$ cat config.mk
export PLATFORM = sky130hd
export DESIGN_NAME = sd_spi_command_and_block_engine_unit
export DESIGN_NICKNAME = d
export VERILOG_FILES = /design/src/hw/rtl/sdspi_pkg.sv /design/src/hw/rtl/sd_spi_command_and_block_engine_unit.sv /design/src/hw/rtl/sdspi_core.sv /design/src/hw/rtl/sdspi_outq.sv
export SDC_FILE = /design/constraint.sdc
export NUM_CORES = 1
export LEC_CHECK = 0
export BUFFER_PORTS_ARGS = -buffer_cell sky130_fd_sc_hd__buf_4
export CORE_MARGIN = 4
export CORE_UTILIZATION = 30
export CTS_CLUSTER_DIAMETER = 60
export CTS_CLUSTER_SIZE = 30
export DETAILED_ROUTE_END_ITERATION = 16
export GPL_TIMING_DRIVEN = 1
export PLACE_DENSITY_LB_ADDON = 0.1
export SLEW_MARGIN = 25
export SYNTH_ARGS = -nofsm -noshare
export SYNTH_HDL_FRONTEND = slang
export SYNTH_HIERARCHICAL = 1
export SYNTH_SLANG_ARGS = --single-unit
$ cat constraint.sdc
create_clock -name clk -period 6.76 [get_ports clk]
set_input_delay 0.338 -clock clk [delete_from_list [all_inputs] [get_ports clk]]
set_output_delay 0.338 -clock clk [all_outputs]
set_load 0.005 [all_outputs]
$ cat src/hw/rtl/sdspi_pkg.sv
// Shared types, codes and CRC helpers for the SD SPI command and block engine.
package sdspi_pkg;

  localparam int MAX_BLOCK_BYTES    = 512;
  localparam int MAX_RESPONSE_BYTES = 5;
  localparam int RES_SLOTS          = 6;

  localparam logic [9:0]  BLOCK_LEN_RST  = 10'd512;
  localparam logic [15:0] TIMEOUT_RST    = 16'd5000;

  // configuration register indexes
  localparam logic CFG_BLOCK_LENGTH = 1'b0;
  localparam logic CFG_TIMEOUT_MS   = 1'b1;

  // input opcodes
  localparam logic [1:0] OP_CMD   = 2'd0;
  localparam logic [1:0] OP_RX    = 2'd1;
  localparam logic [1:0] OP_BLOCK = 2'd2;
  localparam logic [1:0] OP_TICK  = 2'd3;

  // result kinds
  localparam logic [1:0] KIND_TX     = 2'd0;
  localparam logic [1:0] KIND_RESP   = 2'd1;
  localparam logic [1:0] KIND_DATA   = 2'd2;
  localparam logic [1:0] KIND_STATUS = 2'd3;

  // final status codes
  localparam logic [3:0] ST_OK       = 4'd0;
  localparam logic [3:0] ST_TIMEOUT  = 4'd1;
  localparam logic [3:0] ST_ILLEGAL  = 4'd2;
  localparam logic [3:0] ST_CRC      = 4'd3;
  localparam logic [3:0] ST_ADDRESS  = 4'd4;
  localparam logic [3:0] ST_RANGE    = 4'd5;
  localparam logic [3:0] ST_UNKNOWN  = 4'd6;
  localparam logic [3:0] ST_CORRUPT  = 4'd7;
  localparam logic [3:0] ST_CC_ERR   = 4'd8;
  localparam logic [3:0] ST_ECC_FAIL = 4'd9;

  // protocol bytes
  localparam logic [7:0] CMD_PREFIX  = 8'h40;
  localparam logic [7:0] TOKEN_START = 8'hFE;
  localparam logic [7:0] BYTE_IDLE   = 8'hFF;

  typedef struct packed {
    logic [1:0]  opcode;
    logic [5:0]  cmd_index;
    logic [31:0] cmd_argument;
    logic [2:0]  resp_length;
    logic [7:0]  rx_byte;
  } item_t;

  typedef struct packed {
    logic [1:0] kind;
    logic [7:0] data;
    logic [3:0] status;
    logic       last;
  } res_t;

  typedef struct packed {
    res_t [RES_SLOTS-1:0] item;
    logic [2:0]           n;
  } group_t;

  // x^k mod (x^7 + x^3 + 1); only ever called with constant k
  function automatic logic [6:0] crc7_xpow(input int unsigned k);
    logic [6:0] r;
    r = 7'h01;
    for (int unsigned j = 0; j < k; j++) begin
      r = r[6] ? ({r[5:0], 1'b0} ^ 7'h09) : {r[5:0], 1'b0};
    end
    return r;
  endfunction

  // CRC7 of a 40-bit command head, first bit sent in bit 39; linear sum of columns
  function automatic logic [6:0] crc7_msg(input logic [39:0] m);
    logic [6:0] acc;
    acc = '0;
    for (int unsigned i = 0; i < 40; i++) begin
      if (m[i]) acc = acc ^ crc7_xpow(i + 7);
    end
    return acc;
  endfunction

  // CRC16-CCITT, one byte MSB first
  function automatic logic [15:0] crc16_byte(input logic [15:0] crc, input logic [7:0] b);
    logic [15:0] c;
    c = crc ^ {b, 8'h00};
    for (int i = 0; i < 8; i++) begin
      c = c[15] ? ({c[14:0], 1'b0} ^ 16'h1021) : {c[14:0], 1'b0};
    end
    return c;
  endfunction

endpackage

$ cat src/hw/rtl/sd_spi_command_and_block_engine_unit.sv
// Top level of the SD SPI host command and block engine.
// Takes one item per transfer on the input channel: a start command, a received MISO byte,
// a block-read start or a millisecond tick. An accepted item is held in the input register,
// then the core decodes it combinationally into a group of up to six results, which are
// loaded into the result group register and drain one per output transfer. Items that
// give at most one result flow at one per cycle while the output is not stalled; a start
// command gives six transmit bytes, so the next item enters the core in the cycle its last
// byte is taken. The first result is offered once the item has passed the input and result
// group registers. The user must write configuration (block_length, timeout_ms) through
// cfg_write only while the engine is idle; the block does not enforce this.
module sd_spi_command_and_block_engine_unit
  import sdspi_pkg::*;
(
  input  logic        clk,
  input  logic        rst,
  input  logic        cfg_write,
  input  logic        cfg_index,
  input  logic [15:0] cfg_data,
  input  logic        in_valid,
  output logic        in_stall,
  input  logic [1:0]  opcode,
  input  logic [5:0]  cmd_index,
  input  logic [31:0] cmd_argument,
  input  logic [2:0]  resp_length,
  input  logic [7:0]  rx_byte,
  output logic        out_valid,
  input  logic        out_stall,
  output logic [1:0]  out_kind,
  output logic [7:0]  out_byte,
  output logic [3:0]  status,
  output logic        last
);

  logic [9:0]  block_length;
  logic [15:0] timeout_ms;
  logic        s1_valid;
  item_t       s1_item;
  logic        go;
  logic        free;
  group_t      group;
  res_t        head;

  assign go       = s1_valid && free;
  assign in_stall = s1_valid && !free;

  always_ff @(posedge clk) begin
    if (rst) begin
      block_length <= BLOCK_LEN_RST;
      timeout_ms   <= TIMEOUT_RST;
    end else if (cfg_write) begin
      case (cfg_index)
        CFG_BLOCK_LENGTH: block_length <= cfg_data[9:0];
        CFG_TIMEOUT_MS:   timeout_ms   <= cfg_data;
        default: begin
        end
      endcase
    end
  end

  // input register: load on transfer, drop when consumed by the core
  always_ff @(posedge clk) begin
    if (rst) begin
      s1_valid <= 1'b0;
    end else if (in_valid && !in_stall) begin
      s1_valid <= 1'b1;
    end else if (go) begin
      s1_valid <= 1'b0;
    end
  end

  always_ff @(posedge clk) begin
    if (in_valid && !in_stall) begin
      s1_item <= '{opcode, cmd_index, cmd_argument, resp_length, rx_byte};
    end
  end

  sdspi_core u_core (
    .clk          (clk),
    .rst          (rst),
    .go           (go),
    .item         (s1_item),
    .block_length (block_length),
    .timeout_ms   (timeout_ms),
    .group        (group)
  );

  sdspi_outq u_outq (
    .clk   (clk),
    .rst   (rst),
    .load  (go),
    .group (group),
    .free  (free),
    .valid (out_valid),
    .stall (out_stall),
    .head  (head)
  );

  assign out_kind = head.kind;
  assign out_byte = head.data;
  assign status   = head.status;
  assign last     = head.last;

endmodule

$ cat src/hw/rtl/sdspi_core.sv
// Engine state and per-item decode: framing, R1 and token decode, CRC16 check, timeout.
module sdspi_core
  import sdspi_pkg::*;
(
  input  logic        clk,
  input  logic        rst,
  input  logic        go,
  input  item_t       item,
  input  logic [9:0]  block_length,
  input  logic [15:0] timeout_ms,
  output group_t      group
);

  localparam logic [2:0] PH_IDLE       = 3'd0;
  localparam logic [2:0] PH_WAIT_R1    = 3'd1;
  localparam logic [2:0] PH_RESP       = 3'd2;
  localparam logic [2:0] PH_WAIT_TOKEN = 3'd3;
  localparam logic [2:0] PH_DATA       = 3'd4;
  localparam logic [2:0] PH_CRC        = 3'd5;

  logic [2:0]  phase, phase_next;
  logic [15:0] crc16, crc16_next;
  logic [9:0]  byte_count, byte_count_next;
  logic [2:0]  expected_resp, expected_resp_next;
  logic [15:0] elapsed, elapsed_next;

  logic [15:0] elapsed_inc;
  logic [15:0] crc16_upd;
  logic [9:0]  bc_inc;
  logic [9:0]  eff_blen;
  logic [2:0]  rlen;
  logic [3:0]  r1_st;
  logic [3:0]  tok_st;
  logic [7:0]  head;
  logic [6:0]  crc7;
  logic [7:0]  rx;

  assign rx          = item.rx_byte;
  assign head        = CMD_PREFIX | {2'b00, item.cmd_index};
  assign crc7        = crc7_msg({head, item.cmd_argument});
  assign elapsed_inc = (elapsed != 16'hFFFF) ? elapsed + 16'd1 : elapsed;
  assign crc16_upd   = crc16_byte(crc16, rx);
  assign bc_inc      = byte_count + 10'd1;

  always_comb begin
    if (block_length == 10'd0) eff_blen = 10'd1;
    else if (block_length > 10'(MAX_BLOCK_BYTES)) eff_blen = 10'(MAX_BLOCK_BYTES);
    else eff_blen = block_length;
    if (item.resp_length == 3'd0) rlen = 3'd1;
    else if (item.resp_length > 3'(MAX_RESPONSE_BYTES)) rlen = 3'(MAX_RESPONSE_BYTES);
    else rlen = item.resp_length;
  end

  // R1 error ranking and data error token decode
  always_comb begin
    if (rx[2]) r1_st = ST_ILLEGAL;
    else if (rx[3]) r1_st = ST_CRC;
    else if (rx[5]) r1_st = ST_ADDRESS;
    else if (rx[6]) r1_st = ST_RANGE;
    else if (rx[1] || rx[4]) r1_st = ST_UNKNOWN;
    else r1_st = ST_OK;
    if (rx[1]) tok_st = ST_CC_ERR;
    else if (rx[2]) tok_st = ST_ECC_FAIL;
    else if (rx[3]) tok_st = ST_RANGE;
    else tok_st = ST_UNKNOWN;
  end

  always_comb begin
    phase_next         = phase;
    crc16_next         = crc16;
    byte_count_next    = byte_count;
    expected_resp_next = expected_resp;
    elapsed_next       = elapsed;
    group              = '0;

    case (item.opcode)
      OP_CMD: begin
        group.item[0]      = '{KIND_TX, head, ST_OK, 1'b0};
        group.item[1]      = '{KIND_TX, item.cmd_argument[31:24], ST_OK, 1'b0};
        group.item[2]      = '{KIND_TX, item.cmd_argument[23:16], ST_OK, 1'b0};
        group.item[3]      = '{KIND_TX, item.cmd_argument[15:8], ST_OK, 1'b0};
        group.item[4]      = '{KIND_TX, item.cmd_argument[7:0], ST_OK, 1'b0};
        group.item[5]      = '{KIND_TX, {crc7, 1'b1}, ST_OK, 1'b0};
        group.n            = 3'd6;
        expected_resp_next = rlen;
        byte_count_next    = '0;
        elapsed_next       = '0;
        phase_next         = PH_WAIT_R1;
      end
      OP_BLOCK: begin
        phase_next      = PH_WAIT_TOKEN;
        elapsed_next    = '0;
        byte_count_next = '0;
        crc16_next      = '0;
      end
      OP_TICK: begin
        if (phase == PH_WAIT_R1 || phase == PH_WAIT_TOKEN) begin
          elapsed_next = elapsed_inc;
          if (elapsed_inc >= timeout_ms) begin
            group.item[0] = '{KIND_STATUS, 8'h00, ST_TIMEOUT, 1'b1};
            group.n       = 3'd1;
            phase_next    = PH_IDLE;
          end
        end
      end
      default: begin
        case (phase)
          PH_WAIT_R1: begin
            if (rx != BYTE_IDLE) begin
              group.item[0]   = '{KIND_RESP, rx, ST_OK, 1'b0};
              group.n         = 3'd1;
              byte_count_next = 10'd1;
              if (r1_st != ST_OK || expected_resp <= 3'd1) begin
                group.item[1] = '{KIND_STATUS, 8'h00, r1_st, 1'b1};
                group.n       = 3'd2;
                phase_next    = PH_IDLE;
              end else begin
                phase_next = PH_RESP;
              end
            end
          end
          PH_RESP: begin
            group.item[0]   = '{KIND_RESP, rx, ST_OK, 1'b0};
            group.n         = 3'd1;
            byte_count_next = bc_inc;
            if (bc_inc >= {7'd0, expected_resp}) begin
              group.item[1] = '{KIND_STATUS, 8'h00, ST_OK, 1'b1};
              group.n       = 3'd2;
              phase_next    = PH_IDLE;
            end
          end
          PH_WAIT_TOKEN: begin
            if (rx == TOKEN_START) begin
              phase_next      = PH_DATA;
              byte_count_next = '0;
              crc16_next      = '0;
            end else if (rx[7:4] == 4'h0 && rx[3:0] != 4'h0) begin
              group.item[0] = '{KIND_STATUS, 8'h00, tok_st, 1'b1};
              group.n       = 3'd1;
              phase_next    = PH_IDLE;
            end
          end
          PH_DATA: begin
            group.item[0]   = '{KIND_DATA, rx, ST_OK, 1'b0};
            group.n         = 3'd1;
            crc16_next      = crc16_upd;
            byte_count_next = bc_inc;
            if (bc_inc >= eff_blen) begin
              phase_next      = PH_CRC;
              byte_count_next = '0;
            end
          end
          PH_CRC: begin
            crc16_next      = crc16_upd;
            byte_count_next = bc_inc;
            if (bc_inc >= 10'd2) begin
              group.item[0]   = '{KIND_STATUS, 8'h00,
                                  (crc16_upd == 16'h0000) ? ST_OK : ST_CORRUPT, 1'b1};
              group.n         = 3'd1;
              phase_next      = PH_IDLE;
              byte_count_next = '0;
            end
          end
          default: begin
          end
        endcase
      end
    endcase
  end

  always_ff @(posedge clk) begin
    if (rst) begin
      phase         <= PH_IDLE;
      crc16         <= '0;
      byte_count    <= '0;
      expected_resp <= '0;
      elapsed       <= '0;
    end else if (go) begin
      phase         <= phase_next;
      crc16         <= crc16_next;
      byte_count    <= byte_count_next;
      expected_resp <= expected_resp_next;
      elapsed       <= elapsed_next;
    end
  end

endmodule

$ cat src/hw/rtl/sdspi_outq.sv
// Result group register: holds the results of one item and drains them one per transfer.
module sdspi_outq
  import sdspi_pkg::*;
(
  input  logic       clk,
  input  logic       rst,
  input  logic       load,
  input  group_t     group,
  output logic       free,
  output logic       valid,
  input  logic       stall,
  output res_t       head
);

  res_t [RES_SLOTS-1:0] slot;
  logic [2:0]           cnt;
  logic [2:0]           idx;
  logic                 pop;

  assign valid = (idx != cnt);
  assign pop   = valid && !stall;
  // free when empty, or when the last result leaves this cycle
  assign free  = !valid || (pop && (idx + 3'd1 == cnt));

  always_comb begin
    head = '0;
    for (int i = 0; i < RES_SLOTS; i++) begin
      if (idx == 3'(i)) head = slot[i];
    end
  end

  always_ff @(posedge clk) begin
    if (load) slot <= group.item;
  end

  always_ff @(posedge clk) begin
    if (rst) begin
      cnt <= '0;
      idx <= '0;
    end else if (load) begin
      cnt <= group.n;
      idx <= '0;
    end else if (pop) begin
      idx <= idx + 3'd1;
    end
  end

endmodule

==> run summary, run 1 <==
## Status
- finished, final reports clean — run status

## Yosys
- edfxtp_1 — Most used DFF post-synth
- 1140 — gate count after technology mapping
- edfxtp_1 — dominant cell type by area after synthesis
- edfxtp_1, dfxtp_1, xnor2_1 — top cells by area, synth
- 0.3532 — post-synth top area share
- 10.52 sq um — synthesized area divided by synthesized cell count
- 0.4884 — Seq/Total Area, Yosys
- 11990 sq um — synthesized area
- 222 — number of synthesized register bits
- 85 — distinct cell type count after synthesis
- 141 — number of synthesized flops with an enable pin
- 6 — number of warnings issued by yosys
- 0 — share of synthesized registers carrying an async set or reset

## Pwr
- 315.9 nW/um^2 — total power per unit cell area
- 147.1 uV — VDD IR max
- 0.005459 uW — static leakage
- 4565 uW — Total Power Consumption

## Floorplanning
- 72 — number of standard-cell rows in the floorplan
- 39100 sq um — core region area
- 43230 sq um — Die Area
- 207.9 microns — Die Width
- 207.9 microns — die height
- 90 — # IOs
- 0.3066 — initial core utilization

## Detailed routing
- 0 — remaining number of nets flagged by the antenna check after routing
- 17.36 microns — average routed wire per standard cell
- 31210 microns — wire length after detailed routing
- 8455 — total number of vias
- 0 — total DRC errors in the routed layout
- 4.702 — via density per instance
- 5 — total iterations of the first detailed-routing run
- 576 — DR iter-0 viols

## Timing
- 0.9125 ns — worst-margin pin slew
- 0.04595 ns — final hold slack
- 0.3917 — relative max-transition margin
- 0 — count of endpoints failing hold in the final timing report
- no — setup repair after global routing missed its margin
- 4.316 ns — fin crit period
- 0 ns — Final TNS setup
- 0.6384 — period utilization
- 0.2317 GHz — timing-limited maximum frequency
- 0 — # setup viols final
- 0.009488 ns — worst clock skew
- 0 — total count of max-transition violations in the final report

## GRT
- 0 — antenna violations before repair
- 0.1406 — total track usage
- 8492 — number of global-route vias before repair
- 64 — pin count of the biggest net entering global routing
- 49380 microns — global-route wire length before repair
- 0 — leftover overflow at the end of global routing

## Min path
- in -> reg — Worst Hold Class

## Clock network
- 0.55 ns — worst skew pair latency
- 0 — Post-CTS Resized
- built — TritonCTS clock tree
- 51 — number of hold buffers added after CTS
- 1 — H-tree levels
- 0.06 ns — Reg clk slew, reported paths
- clkbuf_16 — CTS root buf
- 3 — maximum count of clock buffers along a single path
- 0 — number of post-CTS setup repair buffers
- 222 — clock sink count
- 29 — number of buffers inserted during clock tree synthesis

## Run
- 0 — max-cap violation count

## Cells and area
- 14450 sq um — cell area after layout
- 0 — Antenna Diode Count
- 1372 — Post-layout nets
- 20.51% — Layout Area Growth over Synthesis
- 0.1422 — layout cells sized above 1
- 0.3695 — final core utilization

## Placement
- 12950 sq um — placed cell area
- 21690 microns — HPWL after DPL
- 89 — Port Buffers
- 0.8053 — weighted congestion reported at the end of routability-driven placement

## Worst setup path
- flip-flop — startpoint types
- 8 — Max Fanout on Critical Path
- 4.74 ns — worst path arrival time
- 7.18 ns — data required time at the worst endpoint
- reg -> reg — Crit Path Category
- flip-flop — kind of end point of the critical path

## logic make-up after synthesis
group,Yosys count,synth area share
and+or+nand+nor,359,0.1599
AOI/OAI and AO/OA,237,0.1431
xor gates and xnor gates,120,0.08892
buffers and inverters,144,0.06324
DFF,222,0.4884
muxes,16,0.01336
adders and majority gates,41,0.04279
other,1,0.0003128
## sequential cells by signal, indices dropped and copies added, names as in the netlist
register	cells
u_outq/cnt	3
u_core/crc16	16
u_core/elapsed	16
u_core/phase	3
timeout_ms	16
s1_valid	1
s1_item	51
u_outq/idx	3
u_outq/slot	90
u_core/expected_resp	3
u_core/byte_count	10
block_length	10
## path summary, 6_finish.rpt
check / startpoint / end / slack, ns / cells after the start
worst max register to register: u_core/elapsed[6]$_SDFFE_PP0P_ / u_outq/cnt[0]$_SDFFE_PP0P_ / 2.44 / 16
worst min-delay path: cfg_data[11] / timeout_ms[11]$_SDFFE_PP0P_ / 0.05 / 3
worst max-delay path: u_core/elapsed[6]$_SDFFE_PP0P_ / u_outq/cnt[0]$_SDFFE_PP0P_ / 2.44 / 16
worst min register to register: u_core/expected_resp[2]$_SDFFE_PP0P_ / u_core/expected_resp[2]$_SDFFE_PP0P_ / 0.47 / 2
## where the power goes
| group | switching [uW] | total, uW | internal [uW] |
|---|---|---|---|
| sequential | 115 | 1770 | 1650 |
| clock | 633 | 1580 | 948 |
| combinational | 655 | 1210 | 558 |
## cells in the mapped netlist (17+ instances only)
library cell and number:
a21oi_1 63, and2_1 45, buf_4 33, clkbuf_1 33
dfxtp_1 81, edfxtp_1 141, ha_1 41, inv_1 54
nand2_1 89, nand2b_1 31, nor2_1 52, nor2b_1 17
nor3_1 29, o21ai_0 37, xnor2_1 93, xor2_1 25
## metal layers
metal	up-vias	part of all wire	global-route usage
met2	151	0.43	0.2135
met5	-	0	0
met3	41	0.036	0.01943
met4	0	0.020	0.03262
met1	3976	0.51	0.2128
li1	4287	-	-
## area by class of cell
class                      instances  area, sq um
timing repair buffer             148         1239
fill                            3980        24650
clock inverter                    21        249.0
multi-input combinational        802         5513
sequential                       222         5856
clock buffer                      32        737.0
inverter                          55        206.4
tap                              518        648.1
## critical path: stages, from the launching register on
cell	delay [ns]
dfxtp_1	0.46
and4_1	0.25
nand4_1	0.22
nor3_1	0.45
nor2_1	0.23
nand2_1	0.15
xnor2_1	0.14
ha_1	0.27
a211oi_1	0.23
o21ai_0	0.12
a41o_1	0.23
a221oi_1	0.61
or4_1	0.27
and3_1	0.23
o21ai_0	0.13
mux2i_1	0.15
nor2_1	0.06
## metrics by stage
step / std cells / setup slack [ns]
final: 1798 / 2.444
after floorplan: 1168 / 1.690
after CTS: 1798 / 2.437
after global routing: 1798 / 1.993
after detailed placement: 1694 / 2.477
after global placement: 1694 / 2.260
## cells in the final DEF, fill, tap and decap left out, types with 37 or more instances in the layout
cell type,synthesis,routed
xnor2_1,93,93
ha_1,41,40
buf_4,33,97
o21ai_0,37,37
nor2_1,52,52
inv_1,54,54
nand2_1,89,89
dlygate4sd3_1,0,51
and2_1,45,44
dfxtp_1,81,81
edfxtp_1,141,141
a21oi_1,63,63
Power figures use the tool's default switching activity.
==> run 2, diff against run 1 <==
Clock period 6.76 ns to 4.1 ns, I/O delays scaled along.
==> run 2 against run 1 <==
Setup slack worse by 2.1 ns. Combinational power rose by 69%. Critical endpoint unchanged. Clock power rose by 54%. Die area unchanged. Highest routed layer unchanged. Clock skew up 0.010 ns. Largest power group unchanged. Non-clock buffer count rose by 27. Sequential power up 64%. Routed wire length rose by 0.35%. Sequential share of layout area decreased by 0.60 points.
==> run summary, run 2 (synthesis gave the netlist of run 1 again) <==
## GRT
- 81 — pin count of the biggest net entering global routing, +27%
- 0 — antenna violations before repair, unchanged
- 0.1422 — total track usage, +0.001552
- 8525 — number of global-route vias before repair, +0.39%
- 49840 microns — global-route wire length before repair, +0.94%
- 0 — leftover overflow at the end of global routing, unchanged

## Cells and area
- 22.33% — Layout Area Growth over Synthesis
- 0 — Antenna Diode Count, unchanged
- edfxtp_1, buf_4, xnor2_1 — commonest cells after routing, fill and taps aside
- 3949 — Filler Cells Inserted, -0.78%
- edfxtp_1 — most common cell after layout, fill and taps aside
- 5857 sq um — Register Area, about the same
- u_outq/slot x90, s1_item x51 — registers with the highest flip-flop counts
- 5529 sq um — area used by multi-input combinational logic, +0.29%
- 90 — number of flip-flops under the largest register name, unchanged
- 0.1508 — layout cells sized above 1, +0.008655
- u_outq/slot — register ranked first by flip-flop count
- 14670 sq um — cell area after layout, +1.5%
- 1398 — Post-layout nets, +1.9%

## Placement
- 21840 microns — HPWL after DPL, +0.69%
- 89 — Port Buffers, unchanged
- 13000 sq um — placed cell area, +0.39%
- 0.8053 — weighted congestion reported at the end of routability-driven placement, unchanged

## Timing
- no — setup repair after global routing missed its margin
- 0.3346 — relative max-transition margin, -0.05709
- 0 — # setup viols final, unchanged
- 0.01955 ns — worst clock skew, +0.01007 ns
- 0 — count of endpoints failing hold in the final timing report, unchanged
- 0.9222 — period utilization, +0.2837
- 0.2645 GHz — timing-limited maximum frequency, +14%
- 0 ns — Final TNS setup, unchanged
- 0.9981 ns — worst-margin pin slew, +0.08564 ns
- 3.781 ns — fin crit period, -0.5350 ns
- 0 — total count of max-transition violations in the final report, unchanged

## Detailed routing
- 0 — total DRC errors in the routed layout, unchanged
- 428 — DR iter-0 viols, -26%
- 4.731 — via density per instance, +0.61%
- 8630 — total number of vias, +2.1%
- 5 — total iterations of the first detailed-routing run, unchanged
- 31320 microns — wire length after detailed routing, +0.35%
- 0 — remaining number of nets flagged by the antenna check after routing, unchanged
- 17.17 microns — average routed wire per standard cell, -1.1%

## Floorplanning
- 0.3066 — initial core utilization, unchanged
- 72 — number of standard-cell rows in the floorplan, unchanged
- 207.9 microns — Die Width, unchanged
- 43230 sq um — Die Area, unchanged
- 207.9 microns — die height, unchanged
- 90 — # IOs, unchanged
- 39100 sq um — core region area, unchanged

## Clock network
- 222 — clock sink count, unchanged
- clkbuf_16 — CTS root buf
- built — TritonCTS clock tree
- 0.07 ns — Reg clk slew, reported paths, about the same
- 1 — H-tree levels, unchanged
- 0.56 ns — worst skew pair latency, about the same
- 28 — number of buffers inserted during clock tree synthesis, -3.4%
- 3 — maximum count of clock buffers along a single path, unchanged

## Worst setup path
- flip-flop — startpoint types
- 4.27 ns — worst path arrival time, -0.47 ns
- 4.59 ns — data required time at the worst endpoint, -2.59 ns
- flip-flop — kind of end point of the critical path
- reg -> reg — Crit Path Category
- 10 — Max Fanout on Critical Path, +2

## Pwr
- 0.393 — part of the power in registers, +0.005
- 5034 uW — internal power component, +59%
- 2359 uW — switching pwr, +68%
- 7393 uW — Total Power Consumption, +62%
- 504.1 nW/um^2 — total power per unit cell area, +60%
- 0.330 — share of power burned in the clock network, -0.016
- 0.277 — combinational share of power, +0.011
- 0.005561 uW — static leakage, +1.9%
- 0.3191 — switching part of the total power, +0.01163
- 333.0 uV — VDD IR max, +130%

## Min path
- in -> reg — Worst Hold Class

## Run
- 0 — max-cap violation count, unchanged

## Status
- finished, final reports clean — run status

run 2: power groups by stage:
| stage | Combinational [uW] | Clock (uW) | Sequential, uW |
|---|---|---|---|
| floorplan | 1400 | 0 | 2870 |
| global placement | 2050 | 0 | 2960 |
| detailed placement | 2040 | 0 | 2960 |
| CTS | 2100 | 2540 | 2910 |
| global route | 2270 | 2640 | 2940 |
| finish | 2050 | 2440 | 2910 |
run 2: metal layers:
layer / vias to the layer above / part of all wire / track usage
li1: 4345 / - / -
met1: 4118 / 0.50 / 0.2093
met2: 137 / 0.45 / 0.2242
met3: 30 / 0.036 / 0.02018
met4: 0 / 0.014 / 0.02945
met5: - / 0 / 0
run 2: worst paths after layout:
path | from | slack, ns | cells past startpoint | end
min | cfg_index | 0.04 | 3 | timeout_ms[10]$_SDFFE_PP0P_
min reg2reg | u_core/expected_resp[2]$_SDFFE_PP0P_ | 0.46 | 2 | u_core/expected_resp[2]$_SDFFE_PP0P_
max | u_core/elapsed[7]$_SDFFE_PP0P_ | 0.32 | 16 | u_outq/cnt[0]$_SDFFE_PP0P_
max reg2reg | u_core/elapsed[7]$_SDFFE_PP0P_ | 0.32 | 16 | u_outq/cnt[0]$_SDFFE_PP0P_
run 2: final cells by class:
class | count | share of cell area
clock buffer | 33 | 0.05042
clock inverter | 19 | 0.01348
inverter | 55 | 0.01408
multi-input combinational | 802 | 0.3770
sequential | 222 | 0.3993
tap | 518 | 0.04419
timing repair buffer | 175 | 0.1015
run 2: what timing repair did:
item	CTS	global route
setup buffers	0	1
resized for setup	0	5
setup endpoints to repair	0	6
hold buffers	70	0
endpoints found under the hold margin	78	0
run 2: worst max-delay path, stage by stage, from the launching register on:
cell and delay (ns):
dfxtp_1 0.42, and4_1 0.25, nand4_1 0.24, or3_4 0.51, nand2_1 0.12, xnor2_1 0.07, ha_1 0.29, nand2_1 0.05
o21ai_0 0.22, a41o_1 0.23, a221oi_2 0.08, buf_4 0.15, or4_1 0.57, and3_1 0.21, o21ai_0 0.08, mux2i_1 0.10
nor2_1 0.13
run 2: per-stage QoR:
| step | hold slack [ns] | setup slack, ns | cells | utilization |
|---|---|---|---|---|
| after floorplan | 0.2774 | 0.1351 | 1168 | - |
| after global placement | 0.3843 | 0.2500 | 1701 | 0.3325 |
| after detailed placement | 0.3843 | 0.1171 | 1701 | 0.3325 |
| after CTS | 0.007570 | 0.1110 | 1823 | 0.3744 |
| after global routing | 0.03461 | 0.02653 | 1824 | 0.3751 |
| final | 0.03807 | 0.3192 | 1824 | 0.3751 |
